**src/design/rfp_pkg.sv**
```systemverilog
`timescale 1ns / 1ps
// ----------------------------------------------------------------------------
// rfp_pkg
// Shared types and constants of the H.264 RTP FU-A packetizer: payload
// structs, queue job descriptor, config register codes and header constants.
// ----------------------------------------------------------------------------
package rfp_pkg;

    localparam int LEN_BITS   = 16;
    localparam int QUEUE_DEPTH = 4;
    localparam int QPTR_BITS  = $clog2(QUEUE_DEPTH);

    localparam logic [1:0] CFG_SYNC_SOURCE_ID = 2'd0;
    localparam logic [1:0] CFG_MAX_CHUNK      = 2'd1;
    localparam logic [1:0] CFG_PAYLOAD_KIND   = 2'd2;

    localparam logic [15:0] MAX_CHUNK_RESET    = 16'd1350;
    localparam logic [6:0]  PAYLOAD_KIND_RESET = 7'd97;
    localparam logic [15:0] MIN_CHUNK          = 16'd2;

    localparam logic [7:0] RTP_VERSION_BYTE = 8'h80;
    localparam logic [7:0] NRI_MASK         = 8'he0;
    localparam logic [7:0] TYPE_MASK        = 8'h1f;
    localparam logic [7:0] FU_A_TYPE        = 8'd28;
    localparam logic [7:0] FU_START_BIT     = 8'h80;
    localparam logic [7:0] FU_END_BIT       = 8'h40;
    localparam logic [4:0] NAL_TYPE_SLICE   = 5'd1;
    localparam logic [4:0] NAL_TYPE_IDR     = 5'd5;

    localparam logic [3:0] HDR_BYTES = 4'd12;

    typedef struct packed {
        logic [7:0]  nal_byte;
        logic        first_byte;
        logic [15:0] nal_length;
        logic [31:0] rtp_timestamp;
    } t_in_item;

    typedef struct packed {
        logic [7:0] out_byte;
        logic       packet_end;
        logic       run_end;
    } t_out_item;

    typedef struct packed {
        logic        has_header;
        logic        marker;
        logic [15:0] seq;
        logic [31:0] timestamp;
        logic [1:0]  tail_count;
        logic [7:0]  tail0;
        logic [7:0]  tail1;
        logic [7:0]  tail2;
        logic        tail_pend;
    } t_job;

    typedef struct packed {
        logic full;
        logic empty;
    } t_q_stat;

endpackage

```
**src/design/rfp_front.sv**
```systemverilog
`timescale 1ns / 1ps
// ----------------------------------------------------------------------------
// rfp_front
// Accepts NAL bytes, tracks NAL and packet state and sequence numbers, and
// turns each byte into one job for the byte emitter (or none when dropped).
// ----------------------------------------------------------------------------
module rfp_front import rfp_pkg::*; (
    input  logic        i_clk,
    input  logic        i_rst_n,
    input  logic        i_accept,
    input  t_in_item    i_item,
    input  logic [15:0] i_max_chunk,
    output logic        o_push,
    output t_job        o_job
);

    logic [15:0]         r_seq, n_seq;
    logic [LEN_BITS-1:0] r_nal_left, n_nal_left;
    logic [LEN_BITS-1:0] r_pkt_left, n_pkt_left;
    logic [7:0]          r_frag_hdr, n_frag_hdr;
    logic [31:0]         r_held_ts, n_held_ts;
    logic                r_fragmenting, n_fragmenting;
    logic                r_discarding, n_discarding;

    logic [LEN_BITS-1:0] limit;
    logic [LEN_BITS-1:0] len;
    logic [LEN_BITS-1:0] chunk;
    logic [7:0]          b;
    logic                last;

    always_comb begin
        b     = i_item.nal_byte;
        limit = (i_max_chunk < MIN_CHUNK) ? LEN_BITS'(MIN_CHUNK) : LEN_BITS'(i_max_chunk);
        len   = LEN_BITS'(i_item.nal_length);
        if (len == '0) begin
            len = LEN_BITS'(1);
        end
        last  = (r_nal_left <= limit);
        chunk = last ? r_nal_left : limit;

        n_seq         = r_seq;
        n_nal_left    = r_nal_left;
        n_pkt_left    = r_pkt_left;
        n_frag_hdr    = r_frag_hdr;
        n_held_ts     = r_held_ts;
        n_fragmenting = r_fragmenting;
        n_discarding  = r_discarding;

        o_push           = 1'b0;
        o_job.has_header = 1'b0;
        o_job.marker     = 1'b0;
        o_job.seq        = r_seq;
        o_job.timestamp  = r_held_ts;
        o_job.tail_count = 2'd1;
        o_job.tail0      = b;
        o_job.tail1      = b;
        o_job.tail2      = b;
        o_job.tail_pend  = 1'b0;

        if (i_accept) begin
            if (i_item.first_byte) begin
                n_held_ts       = i_item.rtp_timestamp;
                n_frag_hdr      = b;
                o_job.timestamp = i_item.rtp_timestamp;
                if ((b[4:0] != NAL_TYPE_SLICE) && (b[4:0] != NAL_TYPE_IDR)) begin
                    n_discarding  = 1'b1;
                    n_fragmenting = 1'b0;
                    n_nal_left    = '0;
                    n_pkt_left    = '0;
                end else begin
                    o_push           = 1'b1;
                    o_job.has_header = 1'b1;
                    n_discarding     = 1'b0;
                    n_nal_left       = len - LEN_BITS'(1);
                    n_seq            = r_seq + 16'd1;
                    if (len <= limit) begin
                        n_fragmenting    = 1'b0;
                        o_job.marker     = 1'b1;
                        o_job.tail_count = 2'd1;
                        n_pkt_left       = len - LEN_BITS'(1);
                    end else begin
                        n_fragmenting    = 1'b1;
                        o_job.tail_count = 2'd2;
                        o_job.tail0      = (b & NRI_MASK) | FU_A_TYPE;
                        o_job.tail1      = (b & TYPE_MASK) | FU_START_BIT;
                        n_pkt_left       = limit - LEN_BITS'(1);
                    end
                    o_job.tail_pend = (n_pkt_left == '0);
                end
            end else if (!r_discarding && (r_nal_left != '0)) begin
                o_push = 1'b1;
                if (r_pkt_left == '0) begin
                    o_job.has_header = 1'b1;
                    o_job.marker     = last;
                    n_seq            = r_seq + 16'd1;
                    if (r_fragmenting) begin
                        o_job.tail_count = 2'd3;
                        o_job.tail0      = (r_frag_hdr & NRI_MASK) | FU_A_TYPE;
                        o_job.tail1      = (r_frag_hdr & TYPE_MASK) |
                                           (last ? FU_END_BIT : 8'h00);
                    end
                    n_pkt_left = chunk - LEN_BITS'(1);
                end else begin
                    n_pkt_left = r_pkt_left - LEN_BITS'(1);
                end
                n_nal_left      = r_nal_left - LEN_BITS'(1);
                o_job.tail_pend = (n_pkt_left == '0);
            end
        end
    end

    always_ff @(posedge i_clk) begin
        if (!i_rst_n) begin
            r_seq         <= '0;
            r_nal_left    <= '0;
            r_pkt_left    <= '0;
            r_frag_hdr    <= '0;
            r_held_ts     <= '0;
            r_fragmenting <= 1'b0;
            r_discarding  <= 1'b0;
        end else begin
            r_seq         <= n_seq;
            r_nal_left    <= n_nal_left;
            r_pkt_left    <= n_pkt_left;
            r_frag_hdr    <= n_frag_hdr;
            r_held_ts     <= n_held_ts;
            r_fragmenting <= n_fragmenting;
            r_discarding  <= n_discarding;
        end
    end

endmodule

```
**src/design/rfp_queue.sv**
```systemverilog
`timescale 1ns / 1ps
// ----------------------------------------------------------------------------
// rfp_queue
// Small job queue between the front and the byte emitter.
// ----------------------------------------------------------------------------
module rfp_queue import rfp_pkg::*; (
    input  logic    i_clk,
    input  logic    i_rst_n,
    input  logic    i_push,
    input  t_job    i_job,
    input  logic    i_pop,
    output t_job    o_job,
    output t_q_stat o_stat
);

    t_job                 r_mem [QUEUE_DEPTH];
    logic [QPTR_BITS-1:0] r_wr, n_wr;
    logic [QPTR_BITS-1:0] r_rd, n_rd;
    logic [QPTR_BITS:0]   r_count, n_count;
    logic                 do_push;
    logic                 do_pop;

    always_comb begin
        o_stat.full  = (r_count == (QPTR_BITS+1)'(QUEUE_DEPTH));
        o_stat.empty = (r_count == '0);
        do_push      = i_push && !o_stat.full;
        do_pop       = i_pop && !o_stat.empty;
        n_wr         = do_push ? r_wr + QPTR_BITS'(1) : r_wr;
        n_rd         = do_pop ? r_rd + QPTR_BITS'(1) : r_rd;
        n_count      = r_count + (QPTR_BITS+1)'(do_push) - (QPTR_BITS+1)'(do_pop);
        o_job        = r_mem[r_rd];
    end

    always_ff @(posedge i_clk) begin
        if (do_push) begin
            r_mem[r_wr] <= i_job;
        end
    end

    always_ff @(posedge i_clk) begin
        if (!i_rst_n) begin
            r_wr    <= '0;
            r_rd    <= '0;
            r_count <= '0;
        end else begin
            r_wr    <= n_wr;
            r_rd    <= n_rd;
            r_count <= n_count;
        end
    end

endmodule

```
**src/design/rfp_back.sv**
```systemverilog
`timescale 1ns / 1ps
// ----------------------------------------------------------------------------
// rfp_back
// Byte emitter: expands each job into those of RTP header, FU bytes and payload
// byte it carries, one byte per unstalled cycle into a registered output stage.
// ----------------------------------------------------------------------------
module rfp_back import rfp_pkg::*; (
    input  logic        i_clk,
    input  logic        i_rst_n,
    input  t_job        i_job,
    input  t_q_stat     i_q_stat,
    output logic        o_pop,
    input  logic [31:0] i_sync_source_id,
    input  logic [6:0]  i_payload_kind,
    output logic        o_out_valid,
    input  logic        i_out_stall,
    output t_out_item   o_out_data
);

    t_job       r_job, n_job;
    logic       r_busy, n_busy;
    logic [3:0] r_pos, n_pos;
    logic       r_out_valid, n_out_valid;
    t_out_item  r_out, n_out;

    logic       out_free;
    logic       is_last;
    logic [3:0] last_pos;
    logic [7:0] cur_byte;

    always_comb begin
        out_free = !r_out_valid || !i_out_stall;
        last_pos = HDR_BYTES + 4'(r_job.tail_count) - 4'd1;
        is_last  = (r_pos == last_pos);

        case (r_pos)
            4'd0:    cur_byte = RTP_VERSION_BYTE;
            4'd1:    cur_byte = {r_job.marker, i_payload_kind};
            4'd2:    cur_byte = r_job.seq[15:8];
            4'd3:    cur_byte = r_job.seq[7:0];
            4'd4:    cur_byte = r_job.timestamp[31:24];
            4'd5:    cur_byte = r_job.timestamp[23:16];
            4'd6:    cur_byte = r_job.timestamp[15:8];
            4'd7:    cur_byte = r_job.timestamp[7:0];
            4'd8:    cur_byte = i_sync_source_id[31:24];
            4'd9:    cur_byte = i_sync_source_id[23:16];
            4'd10:   cur_byte = i_sync_source_id[15:8];
            4'd11:   cur_byte = i_sync_source_id[7:0];
            4'd12:   cur_byte = r_job.tail0;
            4'd13:   cur_byte = r_job.tail1;
            default: cur_byte = r_job.tail2;
        endcase

        n_job       = r_job;
        n_busy      = r_busy;
        n_pos       = r_pos;
        n_out_valid = r_out_valid && i_out_stall;
        n_out       = r_out;

        if (r_busy && out_free) begin
            n_out_valid         = 1'b1;
            n_out.out_byte      = cur_byte;
            n_out.packet_end    = is_last && r_job.tail_pend;
            n_out.run_end       = is_last;
            n_pos               = r_pos + 4'd1;
            if (is_last) begin
                n_busy = 1'b0;
            end
        end

        o_pop = !i_q_stat.empty && (!r_busy || (out_free && is_last));
        if (o_pop) begin
            n_job  = i_job;
            n_busy = 1'b1;
            n_pos  = i_job.has_header ? 4'd0 : HDR_BYTES;
        end
    end

    always_ff @(posedge i_clk) begin
        r_job <= n_job;
        r_pos <= n_pos;
        r_out <= n_out;
    end

    always_ff @(posedge i_clk) begin
        if (!i_rst_n) begin
            r_busy      <= 1'b0;
            r_out_valid <= 1'b0;
        end else begin
            r_busy      <= n_busy;
            r_out_valid <= n_out_valid;
        end
    end

    assign o_out_valid = r_out_valid;
    assign o_out_data  = r_out;

endmodule

```
**src/design/h264_rtp_fua_packetizer_top.sv**
```systemverilog
`timescale 1ns / 1ps
// ----------------------------------------------------------------------------
// h264_rtp_fua_packetizer_top
// H.264 RTP packetizer (single NAL unit or FU-A), one NAL byte in per request,
// RTP packet bytes out one per cycle while the output is not stalled.
// path: accepted byte -> job queue -> emitter job register -> registered output
// throughput: one input byte per cycle while payload flows and the output is
//   not stalled; a packet start adds 12 header bytes and up to two FU bytes
// the 4-entry job queue absorbs header bursts before input stalls
// reset: synchronous active low, clears control state, config back to defaults
// ----------------------------------------------------------------------------
module h264_rtp_fua_packetizer_top import rfp_pkg::*; (
    input  logic        i_clk,
    input  logic        i_rst_n,
    input  logic        i_in_valid,
    output logic        o_in_stall,
    input  t_in_item    i_in_data,
    output logic        o_out_valid,
    input  logic        i_out_stall,
    output t_out_item   o_out_data,
    input  logic        i_cfg_we,
    input  logic [1:0]  i_cfg_index,
    input  logic [31:0] i_cfg_data
);

    logic [31:0] r_sync_source_id;
    logic [15:0] r_max_chunk;
    logic [6:0]  r_payload_kind;

    t_q_stat q_stat;
    t_job    push_job;
    t_job    head_job;
    logic    push;
    logic    pop;
    logic    accept;

    always_ff @(posedge i_clk) begin
        if (!i_rst_n) begin
            r_sync_source_id <= '0;
            r_max_chunk      <= MAX_CHUNK_RESET;
            r_payload_kind   <= PAYLOAD_KIND_RESET;
        end else if (i_cfg_we) begin
            unique case (i_cfg_index)
                CFG_SYNC_SOURCE_ID: r_sync_source_id <= i_cfg_data;
                CFG_MAX_CHUNK:      r_max_chunk      <= i_cfg_data[15:0];
                CFG_PAYLOAD_KIND:   r_payload_kind   <= i_cfg_data[6:0];
                default: ;
            endcase
        end
    end

    assign o_in_stall = q_stat.full;
    assign accept     = i_in_valid && !q_stat.full;

    rfp_front u_front (
        .i_clk       (i_clk),
        .i_rst_n     (i_rst_n),
        .i_accept    (accept),
        .i_item      (i_in_data),
        .i_max_chunk (r_max_chunk),
        .o_push      (push),
        .o_job       (push_job)
    );

    rfp_queue u_queue (
        .i_clk   (i_clk),
        .i_rst_n (i_rst_n),
        .i_push  (push),
        .i_job   (push_job),
        .i_pop   (pop),
        .o_job   (head_job),
        .o_stat  (q_stat)
    );

    rfp_back u_back (
        .i_clk            (i_clk),
        .i_rst_n          (i_rst_n),
        .i_job            (head_job),
        .i_q_stat         (q_stat),
        .o_pop            (pop),
        .i_sync_source_id (r_sync_source_id),
        .i_payload_kind   (r_payload_kind),
        .o_out_valid      (o_out_valid),
        .i_out_stall      (i_out_stall),
        .o_out_data       (o_out_data)
    );

endmodule
```
**config.mk**
```make
export PLATFORM = sky130hd
export DESIGN_NAME = h264_rtp_fua_packetizer_top
export DESIGN_NICKNAME = d
export VERILOG_FILES = /design/src/design/rfp_pkg.sv /design/src/design/rfp_front.sv /design/src/design/rfp_queue.sv /design/src/design/rfp_back.sv /design/src/design/h264_rtp_fua_packetizer_top.sv
export SDC_FILE = /design/constraint.sdc
export NUM_CORES = 1
export LEC_CHECK = 0
export ABC_AREA = 1
export BUFFER_PORTS_ARGS = -buffer_cell sky130_fd_sc_hd__buf_2
export CORE_MARGIN = 8
export CORE_UTILIZATION = 40
export CTS_CLUSTER_DIAMETER = 120
export DETAILED_ROUTE_END_ITERATION = 10
export PLACE_DENSITY = 0.64
export RECOVER_POWER = 100
export SLEW_MARGIN = 20
export SYNTH_ARGS = -nofsm -noshare
export SYNTH_HDL_FRONTEND = slang
export SYNTH_SLANG_ARGS = --single-unit
```
**constraint.sdc**
```tcl
create_clock -name i_clk -period 6.75 [get_ports i_clk]
set_input_delay 0.3375 -clock i_clk [delete_from_list [all_inputs] [get_ports i_clk]]
set_output_delay 0.3375 -clock i_clk [all_outputs]
set_load 0.05 [all_outputs]
```
==> metrics.cfg <==
[final_layout]
drive_above_1_share=0.0938
diodes=0
layout.nets=2689
layout_common_cells=415 x nor2_1, 398 x edfxtp_1, 305 x nand2_1
layout_commonest_cell=nor2_1
area_growth_pct=13.5
fillCellCount=5567

[worst_setup_path]
crit_fanout=34
critPathRequiredTime_ns=6.95
cp-start-kind=flop
r2r_start=u_queue.r_count[1]
cp-startpoint=u_queue.r_count[1]
critPathCaptureType=flop
critPathKind=flop to flop
worstPathArrival_ns=5.43

[die]
core_um2=60200
io_pins=108
start_util=0.404
die_w_um=263
num_rows=90
fp.dieH_um=263
die-area_um2=69000

[synthesis]
synth_xor_area_frac=0.0104
synth_cell_types=59
syn-cell-area_um2=24400
synth.area.mux_share=0
ys_warn_count=0
synth_flop_cell=edfxtp_1
synth_fa_ha_area_frac=0.0260
synthSimpleGateAreaFrac=0.157
synth_compound_area_frac=0.131
syn_nets=2601
synthCells=2455
synth-async-reset-ratio=0
ys_seq_area_frac=0.619
synth_edf_count=398
ys_ff_latch=554
synth_top_family_by_area=simple AND/OR/NAND/NOR gates
syn_avg_cell_area_um2=9.92

[clock_network]
cts_setup_buffers=0
ctsHtreeMaxLevel=2
cts_tree=done
cts_buffer_depth=3
cts_num_sinks=554
cts_hold_buffers=20
path_clk_slew_ns=0.07
cts_buffers=56
worstSkewPairLatency_ns=0.66
cts_resized=0
cts_root_buf=clkbuf_16

[sta]
tightestPinTransition_ns=3.11
setup_viol=0
max_clock_freq_ghz=0.191
fin_worst_skew_ns=0.0816
max_slew_margin=-1.07
drv_slew=470
worst_slack_ns=1.52
rsz0062_at_grt=false
finalCriticalPeriod_ns=5.23
hold_viol=0
post-route-period-util=0.775
tns_ns=0

[power_and_ir_drop]
p_per_area_nw_per_um2=417
power_frac_comb=0.296
ir_drop_mv=0.329
p_seq_frac=0.418
power.switching_mw=4.17
swShare=0.362
cell_internal_pwr_mw=7.35
power_mw=11.5
clkPwrFrac=0.286
p_leak_nw=10.4

[flow_run]
maxCapViolCount=10

[global_routing]
grt_pass1_vias=17795
antenna_found_initial=0
overflow=0
grt_pass1_wl_um=103000
grt_max_degree=111
gr-usage-all-layers=0.187

[detailed_routing]
wl_um=67000
wl_per_cell_um=19.9
drc_errors=0
dr_total_vias=18248
drtIter0Drc=1625
dr.pass1.iters=6
via_per_inst=5.41
ant_nets=0

[placement]
port_buffers=107
dp_slack_ns=2.54
gp_congestion=0.912
hpwlAfterDp_um=44100

[hold_path]
min_from=i_cfg_data[8]
min_path_type=primary input to flop

[outcome]
violations=max-capacitance violations, max-slew violations
status=complete, but fails checks

-- critical path, cell delays in order, from the launching register on --
cell      delay, ns
dfxtp_1        0.42
nor3b_1        0.17
nor2_1         0.23
inv_1          0.16
nor2_1         0.61
clkinv_1       0.27
nand2_1        0.14
nand2_1        0.20
nor2_1         0.72
clkbuf_1       1.83
-- cell type report --
cell class                 instances  area (um^2)  share of cell area
sequential                       554        15100               0.545
multi-input combinational       1544         7840               0.283
clock buffer                      70         1520              0.0551
tap                              782          978              0.0354
inverter                         237          895              0.0324
timing repair buffer             150          851              0.0308
clock inverter                    35          484              0.0175
-- cell usage after synthesis, drive strengths merged (16+ instances only) --
library cell | number | share of area
a21oi | 118 | 0.024
a221oi | 16 | 0.0058
a31oi | 20 | 0.0054
clkbuf | 105 | 0.016
dfxtp | 156 | 0.13
edfxtp | 398 | 0.49
ha | 49 | 0.025
inv | 233 | 0.036
nand2 | 318 | 0.052
nand3 | 94 | 0.020
nand4 | 28 | 0.0074
nor2 | 419 | 0.067
nor3 | 18 | 0.0046
o21ai | 285 | 0.059
o22ai | 79 | 0.020
xor2 | 25 | 0.0090
-- logic make-up (layout without fill, tap and decap cells) --
| group | after synthesis | count (layout) |
|---|---|---|
| adder cells (fa/ha/maj) | 50 | 50 |
| AND/OR/NAND/NOR | 900 | 900 |
| flip-flops | 554 | 554 |
| AO/OA/AOI/OAI | 565 | 565 |
| buffers and inverters | 357 | 492 |
| XOR/XNOR | 29 | 29 |
-- power groups by stage --
| stage | sequential [mW] | combinational (mW) | clock [mW] |
|---|---|---|---|
| 6_report | 4.82 | 3.41 | 3.30 |
| 2_1_floorplan | 4.87 | 2.34 | 0 |
| 4_1_cts | 4.79 | 3.49 | 3.35 |
| 3_3_place_gp | 4.85 | 3.39 | 0 |
| 3_5_place_dp | 4.85 | 3.47 | 0 |
| 5_1_grt | 4.86 | 3.79 | 3.48 |
-- metal layers --
layer,track usage,routed length (um),up-vias
met5,0,0,-
met4,0.0582,1890,0
met3,0.0305,4470,102
met2,0.309,31300,596
met1,0.250,29300,8898
li1,-,-,8652
-- sequential cells by signal, summed over array words and instances, names as in the netlist, named ones only --
| signal | flops |
|---|---|
| r_max_chunk | 16 |
| u_front.r_pkt_left | 16 |
| u_back.o_out_data | 10 |
| r_payload_kind | 7 |
| u_queue.r_count | 3 |
| r_sync_source_id | 32 |
| u_front.r_seq | 16 |
| u_queue.r_mem | 308 |
| u_queue.r_rd | 2 |
| u_queue.r_wr | 2 |
| u_back.r_busy | 1 |
| u_back.r_pos | 4 |
| u_back.o_out_valid | 1 |
| u_front.r_frag_hdr | 8 |
| u_back.r_job | 76 |
| u_front.r_nal_left | 16 |
| u_front.r_fragmenting | 1 |
| u_front.r_held_ts | 32 |
| u_front.r_discarding | 1 |
-- final timing paths --
| kind | end | slack (ns) | cells past startpoint |
|---|---|---|---|
| setup / recovery | u_queue.r_mem[0][34] | 1.52 | 9 |
| hold / removal | r_max_chunk[8] | 0.03 | 3 |
| setup reg to reg | u_queue.r_mem[0][34] | 1.52 | 9 |
| hold reg to reg | u_front.r_frag_hdr[2] | 0.45 | 2 |
-- metrics by stage --
stage	utilization	area [um^2]	hold WS, ns	std cells
global placement	0.425	25600	0.435	3247
CTS	0.462	27800	0.00913	3372
finish	0.459	27600	0.0282	3372
floorplan	-	24400	0.425	2455
global route	0.459	27600	0.0460	3372
detailed placement	0.425	25600	0.441	3247
(Power assumes the default switching activity.)
